`src/hw/rtl/btm3_pkg.sv`:
```
package btm3_pkg;

    // Fixed geometry of the morphology window.
    localparam int WINDOW_SIZE = 3;
    localparam int LINE_COUNT  = WINDOW_SIZE - 1;
    localparam int WIN_BITS    = WINDOW_SIZE * WINDOW_SIZE;

    // Field widths.
    localparam int PIX_W       = 8;
    localparam int THRESH_W    = 9;
    localparam int MODE_W      = 2;
    localparam int IMG_W       = 12;
    localparam int CFG_INDEX_W = 2;
    localparam int CFG_DATA_W  = 12;

    // Output pixel levels.
    localparam logic [PIX_W-1:0] PIX_LOW  = 8'd0;
    localparam logic [PIX_W-1:0] PIX_HIGH = 8'd255;

    // Operation codes.
    localparam logic [MODE_W-1:0] MODE_ERODE  = 2'd0;
    localparam logic [MODE_W-1:0] MODE_DILATE = 2'd1;
    localparam logic [MODE_W-1:0] MODE_OPEN   = 2'd2;
    localparam logic [MODE_W-1:0] MODE_CLOSE  = 2'd3;

    // Register indexes.
    localparam logic [CFG_INDEX_W-1:0] REG_THRESHOLD = 2'd0;
    localparam logic [CFG_INDEX_W-1:0] REG_MODE      = 2'd1;
    localparam logic [CFG_INDEX_W-1:0] REG_WIDTH     = 2'd2;

    // Register reset values.
    localparam logic [THRESH_W-1:0] THRESHOLD_RESET = 9'd100;
    localparam logic [MODE_W-1:0]   MODE_RESET      = MODE_ERODE;
    localparam logic [IMG_W-1:0]    WIDTH_RESET     = 12'd640;

    // Smallest image width in use.
    localparam int MIN_WIDTH = 3;

    // Row counter saturation value.
    localparam logic [1:0] ROWS_FULL = 2'd2;

    // Binary pixel and frame mark handed from cell to cell.
    typedef struct packed {
        logic pix;
        logic start;
    } btm3_tok_t;

    // Per-cell operation: dilate or erode, or pass the incoming pixel on.
    typedef struct packed {
        logic dilate;
        logic bypass;
    } btm3_mode_t;

endpackage

```
`src/hw/rtl/btm3_ram.sv`:
```
module btm3_ram #(
    parameter int WIDTH = 2,
    parameter int DEPTH = 2048
) (
    input  logic                     clk,
    input  logic                     we,
    input  logic [$clog2(DEPTH)-1:0] waddr,
    input  logic [WIDTH-1:0]         wdata,
    input  logic                     re,
    input  logic [$clog2(DEPTH)-1:0] raddr,
    output logic [WIDTH-1:0]         rdata
);

    logic [WIDTH-1:0] mem_reg [DEPTH];
    logic [WIDTH-1:0] rdata_reg;

    // One write port and one registered read port.
    always_ff @(posedge clk)
    begin
        if (we)
        begin
            mem_reg[waddr] <= wdata;
        end
        if (re)
        begin
            rdata_reg <= mem_reg[raddr];
        end
    end

    assign rdata = rdata_reg;

endmodule

```
`src/hw/rtl/btm3_cell.sv`:
```
module btm3_cell #(
    parameter int MAX_WIDTH = 2048
) (
    input  logic                       clk,
    input  logic                       rst_n,
    input  logic                       in_valid,
    output logic                       in_ready,
    input  btm3_pkg::btm3_tok_t        in_tok,
    output logic                       out_valid,
    input  logic                       out_ready,
    output btm3_pkg::btm3_tok_t        out_tok,
    input  logic [$clog2(MAX_WIDTH):0] width,
    input  btm3_pkg::btm3_mode_t       mode
);
    import btm3_pkg::*;

    localparam int ADDR_W = $clog2(MAX_WIDTH);
    localparam int W_W    = ADDR_W + 1;

    logic [ADDR_W-1:0]     col_reg;
    logic [ADDR_W-1:0]     col_next;
    logic [1:0]            rows_reg;
    logic [1:0]            rows_next;
    logic [WIN_BITS-1:0]   win_reg;
    logic [WIN_BITS-1:0]   win_next;
    logic                  out_valid_reg;
    btm3_tok_t             out_tok_reg;
    logic [ADDR_W-1:0]     rd_addr_reg;
    logic [ADDR_W-1:0]     rd_addr_next;

    logic                  fire;
    logic [ADDR_W-1:0]     col_hold;
    logic                  rd_ok;
    logic [ADDR_W-1:0]     col;
    logic [1:0]            rows;
    logic [W_W-1:0]        col_inc;
    logic                  wrap;
    logic [LINE_COUNT-1:0] line_rd;
    logic                  up1;
    logic                  up2;
    logic [2:0]            col_mask;
    logic [WIN_BITS-1:0]   win_valid;
    logic                  hit;
    logic                  res_bit;

    // Column that the next pixel takes when it carries no frame mark.
    assign col_hold = ({1'b0, col_reg} >= width) ? '0 : col_reg;

    // The line-store data is usable when it was read at the pixel's column.
    // A frame start needs no line data, since its first row is masked.
    assign rd_ok    = (in_valid && in_tok.start) || (rd_addr_reg == col_hold);
    assign in_ready = (!out_valid_reg || out_ready) && rd_ok;
    assign fire     = in_valid && in_ready;

    // Line stores: bit 0 holds the row above, bit 1 the row two above.
    // The read for the next column is issued with each transaction, so the
    // data is waiting in the read register when the next pixel arrives.
    // While no transaction happens, the column the next pixel takes is read
    // again, so after a width change a pixel waits only for that repeated read.
    assign rd_addr_next = fire ? col_next : col_hold;

    btm3_ram #(
        .WIDTH (LINE_COUNT),
        .DEPTH (MAX_WIDTH)
    ) u_lines (
        .clk   (clk),
        .we    (fire),
        .waddr (col),
        .wdata ({up1, in_tok.pix}),
        .re    (1'b1),
        .raddr (rd_addr_next),
        .rdata (line_rd)
    );

    // Position of the current pixel; a frame start clears both counters.
    always_comb
    begin
        if (in_tok.start)
        begin
            col  = '0;
            rows = '0;
        end
        else
        begin
            col  = col_hold;
            rows = rows_reg;
        end
    end

    // Column and row advance.
    always_comb
    begin
        col_inc   = {1'b0, col} + W_W'(1);
        wrap      = (col_inc >= width);
        col_next  = wrap ? '0 : col_inc[ADDR_W-1:0];
        rows_next = (wrap && (rows != ROWS_FULL)) ? rows + 2'd1 : rows;
    end

    // Shift the new column into the window; bit 0 of each row is the
    // current column, rows run from two above to the current one.
    assign up1      = line_rd[0];
    assign up2      = line_rd[1];
    assign win_next = {win_reg[7:6], in_tok.pix,
                       win_reg[4:3], up1,
                       win_reg[1:0], up2};

    // Mask of window positions that lie inside the image.
    always_comb
    begin
        col_mask  = {(col >= ADDR_W'(2)), (col >= ADDR_W'(1)), 1'b1};
        win_valid = {col_mask,
                     (rows >= 2'd1) ? col_mask : 3'b000,
                     (rows >= 2'd2) ? col_mask : 3'b000};
    end

    // Maximum or minimum over the valid positions.
    always_comb
    begin
        if (mode.dilate)
        begin
            hit = |(win_next & win_valid);
        end
        else
        begin
            hit = ((win_next & win_valid) == win_valid);
        end
        res_bit = mode.bypass ? in_tok.pix : hit;
    end

    // Cell state and output register.
    always_ff @(posedge clk or negedge rst_n)
    begin
        if (!rst_n)
        begin
            col_reg       <= '0;
            rows_reg      <= '0;
            win_reg       <= '0;
            out_valid_reg <= 1'b0;
            rd_addr_reg   <= '0;
        end
        else
        begin
            rd_addr_reg <= rd_addr_next;
            if (fire)
            begin
                col_reg       <= col_next;
                rows_reg      <= rows_next;
                win_reg       <= win_next;
                out_valid_reg <= 1'b1;
            end
            else if (out_ready)
            begin
                out_valid_reg <= 1'b0;
            end
        end
    end

    // Payload of the output register.
    always_ff @(posedge clk)
    begin
        if (fire)
        begin
            out_tok_reg.pix   <= res_bit;
            out_tok_reg.start <= in_tok.start;
        end
    end

    assign out_valid = out_valid_reg;
    assign out_tok   = out_tok_reg;

endmodule

```
`config.mk`:
```
export PLATFORM = sky130hd
export DESIGN_NAME = btm3_cell
export DESIGN_NICKNAME = d
export VERILOG_FILES = /design/src/hw/rtl/btm3_pkg.sv /design/src/hw/rtl/btm3_ram.sv /design/src/hw/rtl/btm3_cell.sv
export SDC_FILE = /design/constraint.sdc
export NUM_CORES = 2
export LEC_CHECK = 0
export BUFFER_PORTS_ARGS = -buffer_cell sky130_fd_sc_hd__buf_2
export CORE_ASPECT_RATIO = 1.75
export CORE_UTILIZATION = 60
export DETAILED_ROUTE_END_ITERATION = 12
export PLACE_DENSITY_LB_ADDON = 0.25
export SETUP_SLACK_MARGIN = 0.05
export SYNTH_ARGS = -nofsm -noshare
export SYNTH_HDL_FRONTEND = slang
export SYNTH_HIERARCHICAL = 1
export SYNTH_SLANG_ARGS = --single-unit
```
`constraint.sdc`:
```
create_clock -name clk -period 73.7 [get_ports clk]
set_input_delay 14.74 -clock clk [delete_from_list [all_inputs] [get_ports clk]]
set_output_delay 14.74 -clock clk [all_outputs]
set_load 0.02 [all_outputs]
```
* Yosys cells after proc, flatten, opt, wreduce, memory -nomap -nowiden
Memories as Yosys holds them, arrays and structs flattened. A register that Yosys moved wholly into a read port is not among the register bits. Index checks and enable logic that the tools add are counted.
Word-level totals: flip-flop bits (word level) 35, bits in writable memories 4096, bits of input ports 20, output and inout bits 4, word-level logic and storage cells 43, memories kept 1
Memories:
- u_lines.mem_reg | words 2048, width 2, rd ports 1, clocked after memory_dff 1, write ports 1, line btm3_ram.sv:14 | logic [WIDTH-1:0] mem_reg [DEPTH];
Operators by class: $add $sub $neg 2, order comparisons 6, equal/unequal tests 3, muxes and demuxes 14, bitwise logic cells 1, reductions and logical operators 9
Operators by type and width (count):
- 11-bit two-way mux | 4
- 11-bit by 1-bit adder with 12-bit output (second input constant) | 1
- 11-bit by 12-bit greater-or-equal comparator with 1-bit output | 1
- 12-bit greater-or-equal comparator | 1
- 11-bit equality test | 1
- 11-bit by 1-bit greater-or-equal comparator with 1-bit output (second input constant) | 1
- 11-bit by 2-bit greater-or-equal comparator with 1-bit output (second input constant) | 1
- 9-bit bitwise AND | 1
- 9-bit equality test | 1
- 9-bit OR reduction | 1
- 1-bit two-way mux | 6
- 3-bit two-way mux | 2
- 1-bit logical AND | 4
- 2-bit two-way mux | 2
- 2-bit by 1-bit adder with 2-bit output (second input constant) | 1
- 2-bit by 1-bit greater-or-equal comparator with 1-bit output (second input constant) | 1
- 2-bit greater-or-equal comparator (second input constant) | 1
- 1-bit logical OR | 2
- 2-bit inequality test (second input constant) | 1
- 2-bit nonzero test | 1
- 1-bit zero test | 1

* Logic depth before layout (Yosys ltp)
depth in word-level cells 9, depth in mapped cells 40, depth with buffers taken out 31

* Modules after synthesis
The synthesis kept the hierarchy.
Modules (own cells, without submodules):
- btm3_ram | times used 1, cells each 10174, area each 168808.2 µm², seq. area each 123058.0 µm²
- btm3_cell | times used 1, cells each 320, area each 2743.9 µm², seq. area each 835.8 µm²

* Worst setup path before layout
OpenSTA, ideal clock, no wires.
path type input port to output port, from input port width[10], to output port in_ready, data arrival time 17.297 ns, required time 58.960 ns, setup slack 41.663 ns, cell stages on the path 11, path buffers 1, path through inv_1 ha_1 nand4b_4 or2_1 or4_1 buf_2 a311oi_2 o22ai_2 nor3_1 a21oi_1 a21oi_1
Between the ends: longest elaborated chain between the ends 5
Ends and longest elaborated chain:
- start, declared | line btm3_cell.sv:12 | input logic [$clog2(MAX_WIDTH):0] width,
- 11-bit by 12-bit greater-or-equal comparator with 1-bit output | line btm3_cell.sv:47 | assign col_hold = ({1'b0, col_reg} >= width) ? '0 : col_reg;
- 11-bit two-way mux | line btm3_cell.sv:47
- 11-bit equality test | line btm3_cell.sv:51 | assign rd_ok = (in_valid && in_tok.start) || (rd_addr_reg == col_hold);
- 1-bit logical OR | line btm3_cell.sv:51
- 1-bit logical AND | line btm3_cell.sv:52 | assign in_ready = (!out_valid_reg || out_ready) && rd_ok;
- end, declared | line btm3_cell.sv:7 | output logic in_ready,
No other way between the ends.

* Worst setup path in the final report
from input port width[0], to output port in_ready
Same word-level chain as after synthesis.

==> flow_metrics.tcl <==
set metrics [dict create \
    cts_buffers 350 \
    drive_above_1_share_pct 14.5 \
    cp-end-kind "output port" \
    finalHoldViolCount 0 \
    grt_pass1_vias 101000 \
    globalRouteOverflowTotal 0 \
    rsz0062_at_grt "false" \
    grt_pass1_wl_um 710000 \
    rr_startpoint "col_reg[0]" \
    synthesis.area_mm2 0.172 \
    cp-startpoint "width[0]" \
    min_path_type "reg2reg" \
    ant_nets 0 \
    synth_cell_types 100 \
    fp-row-count 259 \
    placed_cells 13700 \
    worstSetupStartpointType "input pin" \
    ctsHoldBuffers 0 \
    netlist_top_cells_area "edfxtp_1, mux4_2, nor2_1" \
    highest_layer "met5" \
    firstDrtPassIters 10 \
    arrival_ps 17710 \
    dr_wl_met2_um 246000 \
    avgRoutedWirePerCell_um 35.4 \
    die_area_mm2 0.288 \
    place_hpwl_um 294000 \
    peakVddDrop_mv 0.0859 \
    synth_seq_cells 4131 \
    slew_viol_final 0 \
    netlist_instances 10500 \
    synth_edf_count 4100 \
    nFillCells 19200 \
    largest_reg_flops 4096 \
    ys.warnings.count 6 \
    syn_to_final_growth_pct 8.24 \
    vias 100000 \
    drc_errors 0 \
    cp_data_required_time_ps 58960 \
    io_pins 24 \
    leakagePower_nw 56.8 \
    start_util_pct 60.4 \
    crit_chain "buf_2 > ha_1 > nand2b_1 > a2111oi_1 > or4_1 > nand3_1 > a22o_1 > nor3_1 > buf_4 > a21oi_1 > a21oi_1 > buf_2" \
    port_buffers 23 \
    layoutNonFillerInstCount 14300 \
    ys.flop_type "edfxtp_1" \
    grt.total_usage_pct 35.1 \
    crit_slowest_cell "a2111oi_1" \
    die_h_um 709 \
    ctsHtreeMaxLevel 5 \
    worstSetupPathType "in2out" \
    cts_sinks 4131 \
    synth_top_area_share_pct 71.8 \
    die_w_um 406 \
    maxSlewHeadroom_pct 1.63 \
    fin_nets 10300 \
    fp.coreArea_mm2 0.284 \
    worst_pin_slew_ps 1480 \
    async_flop_share_pct 0.750 \
    setup_viol 0 \
    grt_start_max_net_pins 285 \
    worstHoldStart "rows_reg[1]" \
    min_period_ps 32450 \
    syn_avg_cell_area_um2 16.3 \
    post_cts.repair.setup_buffers 0 \
    cts.repair.resized 0 \
    fin_setup_tns_ps 0 \
    ctsLongestPathBuffers 4 \
    critPathMaxStageDelay_ps 800 \
    fmaxAchievable_ghz 0.0308 \
    antenna_found_initial 30 \
    yosysTopAreaCell "edfxtp_1" \
    finalPower_mw 6.45 \
    holdWs_ps 542 \
    routed_wl_um 508000 \
    wl_met3_um 57200 \
    clk_latency_ps 930 \
    clk_pin_slew_ps 70 \
    min_period_over_period_pct 44.0 \
    viasPerCell 6.98 \
    gp_congestion 0.913 \
    wl_met1_um 159000 \
    maxCapViolCount 0 \
    yosysSeqAreaShare_pct 72.2 \
    crit_fanout 10 \
    cts_tree "yes" \
    drtIter0Drc 16000 \
    utilization_pct 65.3 \
    cts-root-buf "clkbuf_16" \
    outcome "completed" \
    finalClockSkew_ps 78.9 \
    power-per-cell-area_mw_per_mm2 34.7 \
]
[logic make-up after synthesis]
kind of cell / Yosys count / share of synthesized area, %
mux: 1473 / 13.3
compound gates: 976 / 4.01
other cells: 1 / 0.00219
fa+ha+maj: 28 / 0.204
simple gates: 2970 / 7.11
flops: 4131 / 72.2
buf+inv: 902 / 3.06
xor+xnor: 13 / 0.0664
[cell usage in the layout, fill, tap and decap left out, drive strengths merged, types with 29 or more instances in the layout]
master,instances
a21oi,158
o221ai,257
nand3,110
buf,284
o22ai,181
clkbuf,419
mux2i,806
inv,48
nand2,258
a211oi,65
bufinv,44
clkinv,135
dfrtp,31
o21ai,132
nand4,29
mux4,639
edfxtp,4100
nor3,174
a2111oi,29
nor2,2211
nor4,65
[stage by stage]
step,worst slack (ps),cell area [um2]
floorplan,41660,172000
global placement,41270,174000
detailed placement,41310,174000
CTS,41300,186000
global route,41170,186000
finish,41250,186000
[worst paths after layout]
check,cells past startpoint,slack (ps),to
worst min-delay path,1,540,rows_reg[1]
worst min register to register,1,540,rows_reg[1]
max in group asynchronous,1,59180,rd_addr_reg[7]
worst max-delay path,12,41250,in_ready
min in group asynchronous,1,13910,out_valid
worst max register to register,38,58540,u_lines/rdata[0]
[critical path: cells and delay by family]
kind            cells  cell delay, ps
compound gates      4            1260
fa+ha+maj           1             270
buf+inv             3             490
simple gates        4             940
[cell usage after synthesis, drive strengths merged (65+ instances only)]
cell and instances:
nor4 65, mux4 639, nor3 174, buf 392
o22ai 181, nand2 258, a211oi 65, edfxtp 4100
mux2i 806, o221ai 257, clkbuf 472, nor2 2211
o21ai 132, nand3 110, a21oi 158
[per-layer routing]
| metal | GRT usage, % | vias up |
|---|---|---|
| li1 | - | 40300 |
| met1 | 41.3 | 51300 |
| met2 | 57.0 | 6774 |
| met3 | 7.02 | 1723 |
| met4 | 26.8 | 22 |
| met5 | 0 | - |
[area by class of cell]
cell class                      count  area, um2  share of cell area [%]
Tap cell                         3784       4730                    2.55
Clock buffer                      418       9160                    4.93
Inverter                           37        154                  0.0829
Timing Repair Buffer              285       2320                    1.25
Clock inverter                    206       2240                    1.20
Sequential cell                  4131     124000                    66.7
Antenna cell                       18       45.0                  0.0243
Multi-Input combinational cell   5462      43100                    23.2
[power by group]
part	switching, mW	internal [mW]
Clock	0.836	1.04
Combinational	1.14	0.649
Sequential	0.00857	2.77
(Power assumes the default switching activity.)
